<file path="config.mk">
export PLATFORM = sky130hd
export DESIGN_NAME = laser_bias_mod_control_core
export DESIGN_NICKNAME = d
export VERILOG_FILES = /design/src/rtl/lbmc_pkg.sv /design/src/rtl/laser_bias_mod_control_core.sv
export VERILOG_INCLUDE_DIRS = /design/src /design/src/rtl
export SDC_FILE = /design/constraint.sdc
export NUM_CORES = 2
export LEC_CHECK = 0
export ABC_AREA = 1
export BUFFER_PORTS_ARGS = -buffer_cell sky130_fd_sc_hd__buf_2
export CAP_MARGIN = 15
export CORE_MARGIN = 2
export CORE_UTILIZATION = 45
export DETAILED_ROUTE_END_ITERATION = 6
export SLEW_MARGIN = 15
export SYNTH_ARGS = -nofsm -noshare
export SYNTH_HDL_FRONTEND = slang
export SYNTH_SLANG_ARGS = --single-unit
</file>
<file path="constraint.sdc">
create_clock -name aclk -period 6.8 [get_ports aclk]
set_input_delay 0.68 -clock aclk [delete_from_list [all_inputs] [get_ports aclk]]
set_output_delay 0.68 -clock aclk [all_outputs]
set_load 0.005 [all_outputs]
</file>
<file path="src/rtl/assert_macros.svh">
// assertion macros used by the core rtl file
`ifndef ASSERT_MACROS_SVH
`define ASSERT_MACROS_SVH

`ifndef SYNTH

// same-cycle implication, checked out of reset
`define ASSERT_IMP(lbl, clk, rstn, ante, cons) \
    lbl: assert property (@(posedge clk) disable iff (!(rstn)) (ante) |-> (cons)) \
        else $error("assertion failed");

// next-cycle implication, checked out of reset
`define ASSERT_NEXT(lbl, clk, rstn, ante, cons) \
    lbl: assert property (@(posedge clk) disable iff (!(rstn)) (ante) |=> (cons)) \
        else $error("assertion failed");

`else

`define ASSERT_IMP(lbl, clk, rstn, ante, cons)
`define ASSERT_NEXT(lbl, clk, rstn, ante, cons)

`endif

`endif

</file>
<file path="src/rtl/lbmc_pkg.sv">
// types and constants for the laser bias and modulation control core
`default_nettype none

package lbmc_pkg;

    // configuration register indexes
    localparam logic [2:0] REG_FEATURE_ENABLES = 3'd0;
    localparam logic [2:0] REG_POWER_TARGET    = 3'd1;
    localparam logic [2:0] REG_BIAS_LIMIT_MA   = 3'd2;
    localparam logic [2:0] REG_BIAS_PRESET     = 3'd3;
    localparam logic [2:0] REG_MOD_PRESET      = 3'd4;
    localparam logic [2:0] REG_MOD_COEFF_LOW   = 3'd5;
    localparam logic [2:0] REG_MOD_COEFF_HIGH  = 3'd6;

    // feature enable bits
    localparam int FE_BIAS_LIMIT = 0;
    localparam int FE_POWER_CTRL = 1;
    localparam int FE_MOD_TABLE  = 2;

    localparam int CFG_DATA_W = 32;
    localparam int S_DATA_W   = 56;
    localparam int M_DATA_W   = 24;

    // 500 counts of 2 uA per mA
    localparam logic [16:0] BIAS_LIMIT_SCALE = 17'd500;
    localparam logic [22:0] POWER_SCALE      = 23'd100;
    localparam logic [22:0] BAND_HIGH_PCT    = 23'd103;
    localparam logic [22:0] BAND_LOW_PCT     = 23'd97;

    // 255.0 in Q16
    localparam logic signed [33:0] MOD_SAT_Q16 = 34'sd16711680;
    localparam logic [7:0]         MOD_MAX     = 8'd255;

    typedef struct packed {
        logic signed [15:0] chip_temperature;
        logic [15:0]        power_reading;
        logic [15:0]        bias_reading;
        logic               laser_fault;
        logic               tx_disable_pin;
        logic               soft_tx_disable;
    } in_beat_t;

    typedef struct packed {
        logic       refresh_request;
        logic       mod_write;
        logic [7:0] mod_code;
        logic       bias_write;
        logic [6:0] bias_code;
        logic       transmitter_on;
        logic       laser_disable;
    } out_beat_t;

endpackage

`default_nettype wire

</file>
<file path="src/rtl/laser_bias_mod_control_core.sv">
// top level of the laser bias and modulation control core
//
// usage
//  one input beat per control tick on the s_ channel: disable pins, fault,
//  bias and power readings, chip temperature, and the coefficient range in
//  s_tuser. each beat gives exactly one result beat on the m_ channel with
//  the laser enables, bias and modulation dac codes and their write strobes.
//  the config port (cfg_we, cfg_index, cfg_wdata) writes one register per
//  cycle. the user must write it only while idle; the core does not enforce it.
// pipeline
//  an input beat passes through an input register, then the control step (one
//  16x16 multiply plus compares) into the result register. one beat per cycle
//  sustained while m_tready stays high.
// reset
//  aresetn low clears both valid flags, the config registers and the dac codes;
//  the first beat after reset loads both presets and raises all write strobes.
// backpressure
//  a stalled result holds; one more beat is taken into the input register,
//  then s_tready drops until the result is taken. no beat is dropped.
`default_nettype none
`include "assert_macros.svh"

module laser_bias_mod_control_core
    import lbmc_pkg::*;
#(
    parameter int BIAS_DAC_MAX = 127
) (
    input  wire                   aclk,
    input  wire                   aresetn,
    // config write port
    input  wire                   cfg_we,
    input  wire [2:0]             cfg_index,
    input  wire [CFG_DATA_W-1:0]  cfg_wdata,
    // input channel
    input  wire                   s_tvalid,
    output logic                  s_tready,
    // soft_tx_disable, tx_disable_pin, laser_fault, bias_reading[15:0],
    // power_reading[15:0], chip_temperature[15:0], zero pad
    input  wire [S_DATA_W-1:0]    s_tdata,
    // high_temp_range
    input  wire                   s_tuser,
    // result channel
    output logic                  m_tvalid,
    input  wire                   m_tready,
    // laser_disable, transmitter_on, bias_code[6:0], bias_write,
    // mod_code[7:0], mod_write, refresh_request, zero pad
    output logic [M_DATA_W-1:0]   m_tdata
);

    // highest code power control may step up to
    localparam logic [6:0] BIAS_TOP = (BIAS_DAC_MAX > 127) ? 7'd127 : 7'(BIAS_DAC_MAX);

    // configuration registers
    logic [2:0]  feature_enables_reg;
    logic [15:0] power_target_reg;
    logic [7:0]  bias_limit_ma_reg;
    logic [6:0]  bias_preset_reg;
    logic [7:0]  mod_preset_reg;
    logic [31:0] mod_coeff_low_reg;
    logic [31:0] mod_coeff_high_reg;

    always_ff @(posedge aclk) begin
        if (!aresetn) begin
            feature_enables_reg <= '0;
            power_target_reg    <= '0;
            bias_limit_ma_reg   <= '0;
            bias_preset_reg     <= '0;
            mod_preset_reg      <= '0;
            mod_coeff_low_reg   <= '0;
            mod_coeff_high_reg  <= '0;
        end else if (cfg_we) begin
            case (cfg_index)
                REG_FEATURE_ENABLES: feature_enables_reg <= cfg_wdata[2:0];
                REG_POWER_TARGET:    power_target_reg    <= cfg_wdata[15:0];
                REG_BIAS_LIMIT_MA:   bias_limit_ma_reg   <= cfg_wdata[7:0];
                REG_BIAS_PRESET:     bias_preset_reg     <= cfg_wdata[6:0];
                REG_MOD_PRESET:      mod_preset_reg      <= cfg_wdata[7:0];
                REG_MOD_COEFF_LOW:   mod_coeff_low_reg   <= cfg_wdata;
                REG_MOD_COEFF_HIGH:  mod_coeff_high_reg  <= cfg_wdata;
                default: ;
            endcase
        end
    end

    // pipeline handshake
    logic      in_valid_reg;
    in_beat_t  in_beat_reg;
    logic      in_hirange_reg;
    logic      out_valid_reg;
    out_beat_t out_beat_reg;
    logic      advance;

    // step moves from input register to result register
    assign advance  = in_valid_reg && (!out_valid_reg || m_tready);
    assign s_tready = !in_valid_reg || advance;

    always_ff @(posedge aclk) begin
        if (!aresetn) begin
            in_valid_reg <= 1'b0;
        end else if (s_tready) begin
            in_valid_reg <= s_tvalid;
        end
    end

    // payload needs no reset
    always_ff @(posedge aclk) begin
        if (s_tvalid && s_tready) begin
            in_beat_reg    <= in_beat_t'(s_tdata[50:0]);
            in_hirange_reg <= s_tuser;
        end
    end

    // control state
    logic       first_reg;
    logic [6:0] bias_dac_reg;
    logic [7:0] mod_dac_reg;

    logic       first_next;
    logic [6:0] bias_dac_next;
    logic [7:0] mod_dac_next;
    out_beat_t  out_beat_next;

    // per-step intermediates
    logic        laser_on;
    logic        tx_on;
    logic [6:0]  bias_start;
    logic [7:0]  mod_start;
    logic [16:0] bias_lim;
    logic        lim_en;
    logic        over_lim;
    logic        under_lim;
    logic [22:0] power_scaled;
    logic        above_band;
    logic        below_band;
    logic [31:0] coeff;
    logic signed [15:0] slope;
    logic signed [15:0] offs;
    logic signed [31:0] prod;
    logic signed [33:0] mod_v;
    logic [7:0]  mod_calc;
    logic        refresh;

    always_comb begin
        // first step after reset works from the presets
        bias_start = first_reg ? bias_preset_reg : bias_dac_reg;
        mod_start  = first_reg ? mod_preset_reg : mod_dac_reg;

        laser_on = !in_beat_reg.soft_tx_disable && !in_beat_reg.tx_disable_pin;
        tx_on    = laser_on && !in_beat_reg.tx_disable_pin && !in_beat_reg.laser_fault;

        lim_en    = feature_enables_reg[FE_BIAS_LIMIT];
        bias_lim  = {9'd0, bias_limit_ma_reg} * BIAS_LIMIT_SCALE;
        over_lim  = {1'b0, in_beat_reg.bias_reading} > bias_lim;
        under_lim = {1'b0, in_beat_reg.bias_reading} < bias_lim;

        // band edges, 97 and 103 percent of target
        power_scaled = {7'd0, in_beat_reg.power_reading} * POWER_SCALE;
        above_band   = power_scaled > ({7'd0, power_target_reg} * BAND_HIGH_PCT);
        below_band   = power_scaled < ({7'd0, power_target_reg} * BAND_LOW_PCT);

        // temperature line: Q8.8 temperature times Q8.8 slope plus offset in Q16
        coeff = in_hirange_reg ? mod_coeff_high_reg : mod_coeff_low_reg;
        slope = $signed(coeff[31:16]);
        offs  = $signed(coeff[15:0]);
        prod  = in_beat_reg.chip_temperature * slope;
        mod_v = {{2{prod[31]}}, prod} + {{2{offs[15]}}, offs, 16'd0};
        if (mod_v >= MOD_SAT_Q16) begin
            mod_calc = MOD_MAX;
        end else if (mod_v <= 34'sd0) begin
            mod_calc = 8'd0;
        end else begin
            mod_calc = mod_v[23:16];
        end

        bias_dac_next = bias_start;
        mod_dac_next  = mod_start;
        refresh       = first_reg;

        if (tx_on) begin
            if (lim_en && over_lim) begin
                // current limit wins over power control
                if (bias_start != 7'd0) begin
                    bias_dac_next = bias_start - 7'd1;
                end
                refresh = 1'b1;
            end else if (feature_enables_reg[FE_POWER_CTRL]) begin
                if (above_band && bias_start != 7'd0) begin
                    bias_dac_next = bias_start - 7'd1;
                    refresh       = 1'b1;
                end else if (below_band && bias_start < BIAS_TOP
                             && (!lim_en || under_lim)) begin
                    bias_dac_next = bias_start + 7'd1;
                    refresh       = 1'b1;
                end
            end else begin
                bias_dac_next = bias_preset_reg;
            end

            if (feature_enables_reg[FE_MOD_TABLE]) begin
                mod_dac_next = mod_calc;
            end else begin
                mod_dac_next = mod_preset_reg;
            end
        end

        first_next = first_reg && !advance;

        out_beat_next.laser_disable   = !laser_on;
        out_beat_next.transmitter_on  = tx_on;
        out_beat_next.bias_code       = bias_dac_next;
        out_beat_next.bias_write      = first_reg || (bias_dac_next != bias_start);
        out_beat_next.mod_code        = mod_dac_next;
        out_beat_next.mod_write       = first_reg || (mod_dac_next != mod_start);
        out_beat_next.refresh_request = refresh;
    end

    always_ff @(posedge aclk) begin
        if (!aresetn) begin
            first_reg     <= 1'b1;
            bias_dac_reg  <= '0;
            mod_dac_reg   <= '0;
            out_valid_reg <= 1'b0;
        end else begin
            first_reg <= first_next;
            if (advance) begin
                bias_dac_reg  <= bias_dac_next;
                mod_dac_reg   <= mod_dac_next;
                out_valid_reg <= 1'b1;
            end else if (m_tready) begin
                out_valid_reg <= 1'b0;
            end
        end
    end

    always_ff @(posedge aclk) begin
        if (advance) begin
            out_beat_reg <= out_beat_next;
        end
    end

    assign m_tvalid = out_valid_reg;
    assign m_tdata  = {4'd0, out_beat_reg};

    // checks

    // control state only moves when a step lands in the result register
    `ASSERT_NEXT(a_state_hold_on_stall, aclk, aresetn,
        out_valid_reg && !m_tready, $stable(bias_dac_reg) && $stable(mod_dac_reg))

    // preset load happens exactly once, on a real step
    `ASSERT_IMP(a_first_clears_on_step, aclk, aresetn,
        $fell(first_reg), $past(advance))

    // inactive transmitter holds the codes after the first step
    `ASSERT_IMP(a_idle_tx_no_write, aclk, aresetn,
        advance && !first_reg && !tx_on,
        !out_beat_next.bias_write && !out_beat_next.mod_write)

    // a full input register with a blocked result stage refuses new beats
    `ASSERT_IMP(a_no_accept_when_full, aclk, aresetn,
        in_valid_reg && out_valid_reg && !m_tready, !s_tready)

endmodule

`default_nettype wire

</file>
==> run metrics <==
max-slew violations 0; Seq/Total Area, Yosys 17.2%; FF-to-FF End m_tdata[18]; Area contributors post-synth fa_1 (27%), ha_1 (15%), inv_1 (10%), dfxtp_1 (9.2%), edfxtp_1 (8.0%); status complete, but fails checks; kind of critical path reg -> reg; Final Setup Violations 17; CP arrival 7.38 ns; Chip Height 249 microns; Hold Fails Final Rpt 0; clock slew seen by the registers of the worst setup and hold paths 0.08 ns; Synth async-reset ratio 0%; Synth area leader fa_1; worst reg2reg startpoint in_hirange_reg; GRT Util Overall 23.7%; Longest Clk Path Bufs 2; multiplexer share of the synthesized area 0.148%; htree depth 4; Max Clock Skew 0.0160 ns; hold_sp s_tdata[48]; Synth Area in Simple Gates 18.2%; Synth Instances 3402; cell count after placement 4443; Worst-Margin Slew 1.07 ns; hpwl dp 57200 microns; Yosys reg bits 196; crit-path most repeated cell fa_1; endpoint type of the worst setup path register; max cap viols 0; vias after detailed routing 22.2k; CTS tree yes; Synth Area in Adders 41.9%; CP max stage delay 0.58 ns; kind of cell adding the most delay to the critical path adder cells; Initial Utilization 45.7%; Fmax 140 MHz; DRT antenna net count 0; final RePlAce weighted congestion 0.901; 1st-pass router iterations 5; IO buf count 113; Final period util 105%; R2R setup slack -0.32 ns; Hold Crit Class in -> reg; Net count, final 4523; RSZ-0062 raised after global routing true; Residual DRC 0; GRT overflow 0; largest net degree at the start of global routing 115; # rows 89; # diodes 0; CTS Buf Count 17; complex-gate fraction of the synthesized area 7.70%; syn_area_per_cell 7.96 sq um; Via density 4.91; Cell variety after synth 52; Clk Latency, worst-skew pair 0.51 ns; Area Overhead vs Synth 20.4%; R2R depth 34; initial antenna violation count 2; Post-Synth XOR/XNOR Area 3.00%; fin crit period 7.12 ns; WL final 69400 microns; Largest register FFs 51; top cell type's share of synthesized area 26.7%; critical-path maximum fanout 8; min setup slack post-route -0.324 ns; Post-synth EDFFs 72; Iter 0 DRT Violations 1104; number of global-route vias before repair 23.3k; drt wl/cell 15.3 microns; top_reg_cell synth dfxtp_1; Slew HR 28.4%; Max stage delay cell, worst path fa_1; layout cells sized above 1 21.3%; die area 0.0621 sq mm; main combinational cell family by area after synthesis adder cells; startpoint types register; Die W 249 microns; failing checks setup timing; peak supply drop 0.000793 V; I/O pins 123; WP buf/inv 8; clock root buffer clkbuf_16; hold endpoint in_beat_reg[48]; Tot Pwr 0.0171 W; Worst Path Required 7.06 ns; first-pass GRT wire length 118000 microns; final hold slack 0.338 ns; Finished Layout Cells 4523; CTS sink count 196; worst hold stages 1; Yosys warnings 0; Syn Std Cell Area 0.0271 sq mm; Power Density 526 mW/mm^2; core area 0.0592 sq mm; Pleak 16.9 nW
[layout make-up]
cell class                      count  area, sq um
Fill cell                        5679        26600
Multi-Input combinational cell   2361        20600
Sequential cell                   196         4650
Inverter                          767         2910
Timing Repair Buffer              393         2880
Tap cell                          773          967
Clock buffer                       19          443
Clock inverter                     13          141
Timing Repair inverter              1         7.51
[Yosys cell counts, drive strengths merged (9+ instances only)]
library cell	number
o21bai	9
nor3	19
buf	14
nand3	116
or2	31
nor2	417
xnor2	30
ha	328
dfxtp	124
nand2	551
o21ai	192
clkbuf	67
nand4	34
edfxtp	72
inv	760
a21oi	156
fa	361
xor2	61
[through the flow]
step | util [%] | worst slack (ns) | TNS, ns | area, sq um
global placement | 51.0 | -0.524 | -5.99 | 30200
floorplan | - | 0.00431 | 0 | 27200
detailed placement | 51.0 | -0.578 | -6.92 | 30200
CTS | 53.1 | -0.387 | -3.04 | 31500
finish | 55.0 | -0.324 | -2.64 | 32600
global route | 55.0 | -0.683 | -8.52 | 32600
[layout by cell type, fill, tap and decap left out, types with 16 or more instances in the layout]
cell | netlist | layout
nor2_2 | 11 | 20
or2_2 | 30 | 16
nor2_1 | 404 | 377
nand2_4 | 2 | 30
xnor2_1 | 29 | 29
nand2_1 | 540 | 447
buf_6 | 2 | 27
nand3_1 | 111 | 80
nand2_2 | 9 | 72
o21ai_1 | 14 | 22
nor2_4 | 2 | 20
inv_2 | 9 | 49
buf_4 | 4 | 244
fa_2 | 0 | 22
o21ai_0 | 172 | 155
dfxtp_1 | 124 | 121
clkbuf_16 | 0 | 17
fa_1 | 361 | 339
nand3_2 | 5 | 31
xor2_1 | 60 | 60
nand4_1 | 33 | 33
ha_1 | 328 | 297
edfxtp_1 | 72 | 72
ha_4 | 0 | 26
inv_1 | 751 | 703
a21oi_1 | 153 | 141
buf_2 | 1 | 113
[worst max-delay path by stage]
stage / startpoint / cells after the start / slack [ns] / endpoint
global route: in_hirange_reg / 35 / -0.68 / m_tdata[18]
floorplan: in_hirange_reg / 34 / 0.004 / m_tdata[18]
global placement: in_hirange_reg / 34 / -0.52 / m_tdata[18]
detailed placement: in_hirange_reg / 35 / -0.58 / m_tdata[18]
finish: in_hirange_reg / 34 / -0.32 / m_tdata[18]
CTS: in_hirange_reg / 41 / -0.39 / m_tdata[18]
[per-layer routing]
metal	wire length (microns)	GRT usage, %	vias to the layer above	share of wire (%)
met3	2930	3.67	112	4.2
met5	23	0	-	0.033
met4	2410	8.43	4	3.5
met2	34100	41.1	433	49
li1	-	-	11142	-
met1	29900	29.9	10495	43
[power breakdown]
| group | internal [W] | switching [W] |
|---|---|---|
| logic | 0.00657 | 0.00822 |
| clock network | 0.000496 | 0.000545 |
| registers | 0.00127 | 0.0000395 |
| total | 0.00834 | 0.00881 |
[kinds of logic (layout without fill, tap and decap cells)]
family / Yosys count / in the layout
other cells: 1 / 4
simple gates: 1184 / 1184
flops: 196 / 196
xor+xnor: 91 / 91
mux: 4 / 4
fa+ha+maj: 689 / 689
buf+inv: 848 / 1193
compound gates: 389 / 389
[worst register-to-register path: cells and delay by family, from the launching register on]
| family | cells | cell delay [ns] |
|---|---|---|
| adder cells (fa/ha/maj) | 7 | 3.29 |
| buffers and inverters | 8 | 0.90 |
| XOR/XNOR | 1 | 0.10 |
| AND/OR/NAND/NOR | 18 | 2.19 |
| flip-flops | 1 | 0.39 |
[repair_timing]
item	4_1_cts	5_1_grt
buffers inserted	11	36
hold buffers	0	0
gates resized for setup	134	257
pin swaps	73	217
gates cloned	2	0
setup endpoints to repair	17	33
No activity file was read; power rests on OpenSTA's default activity.
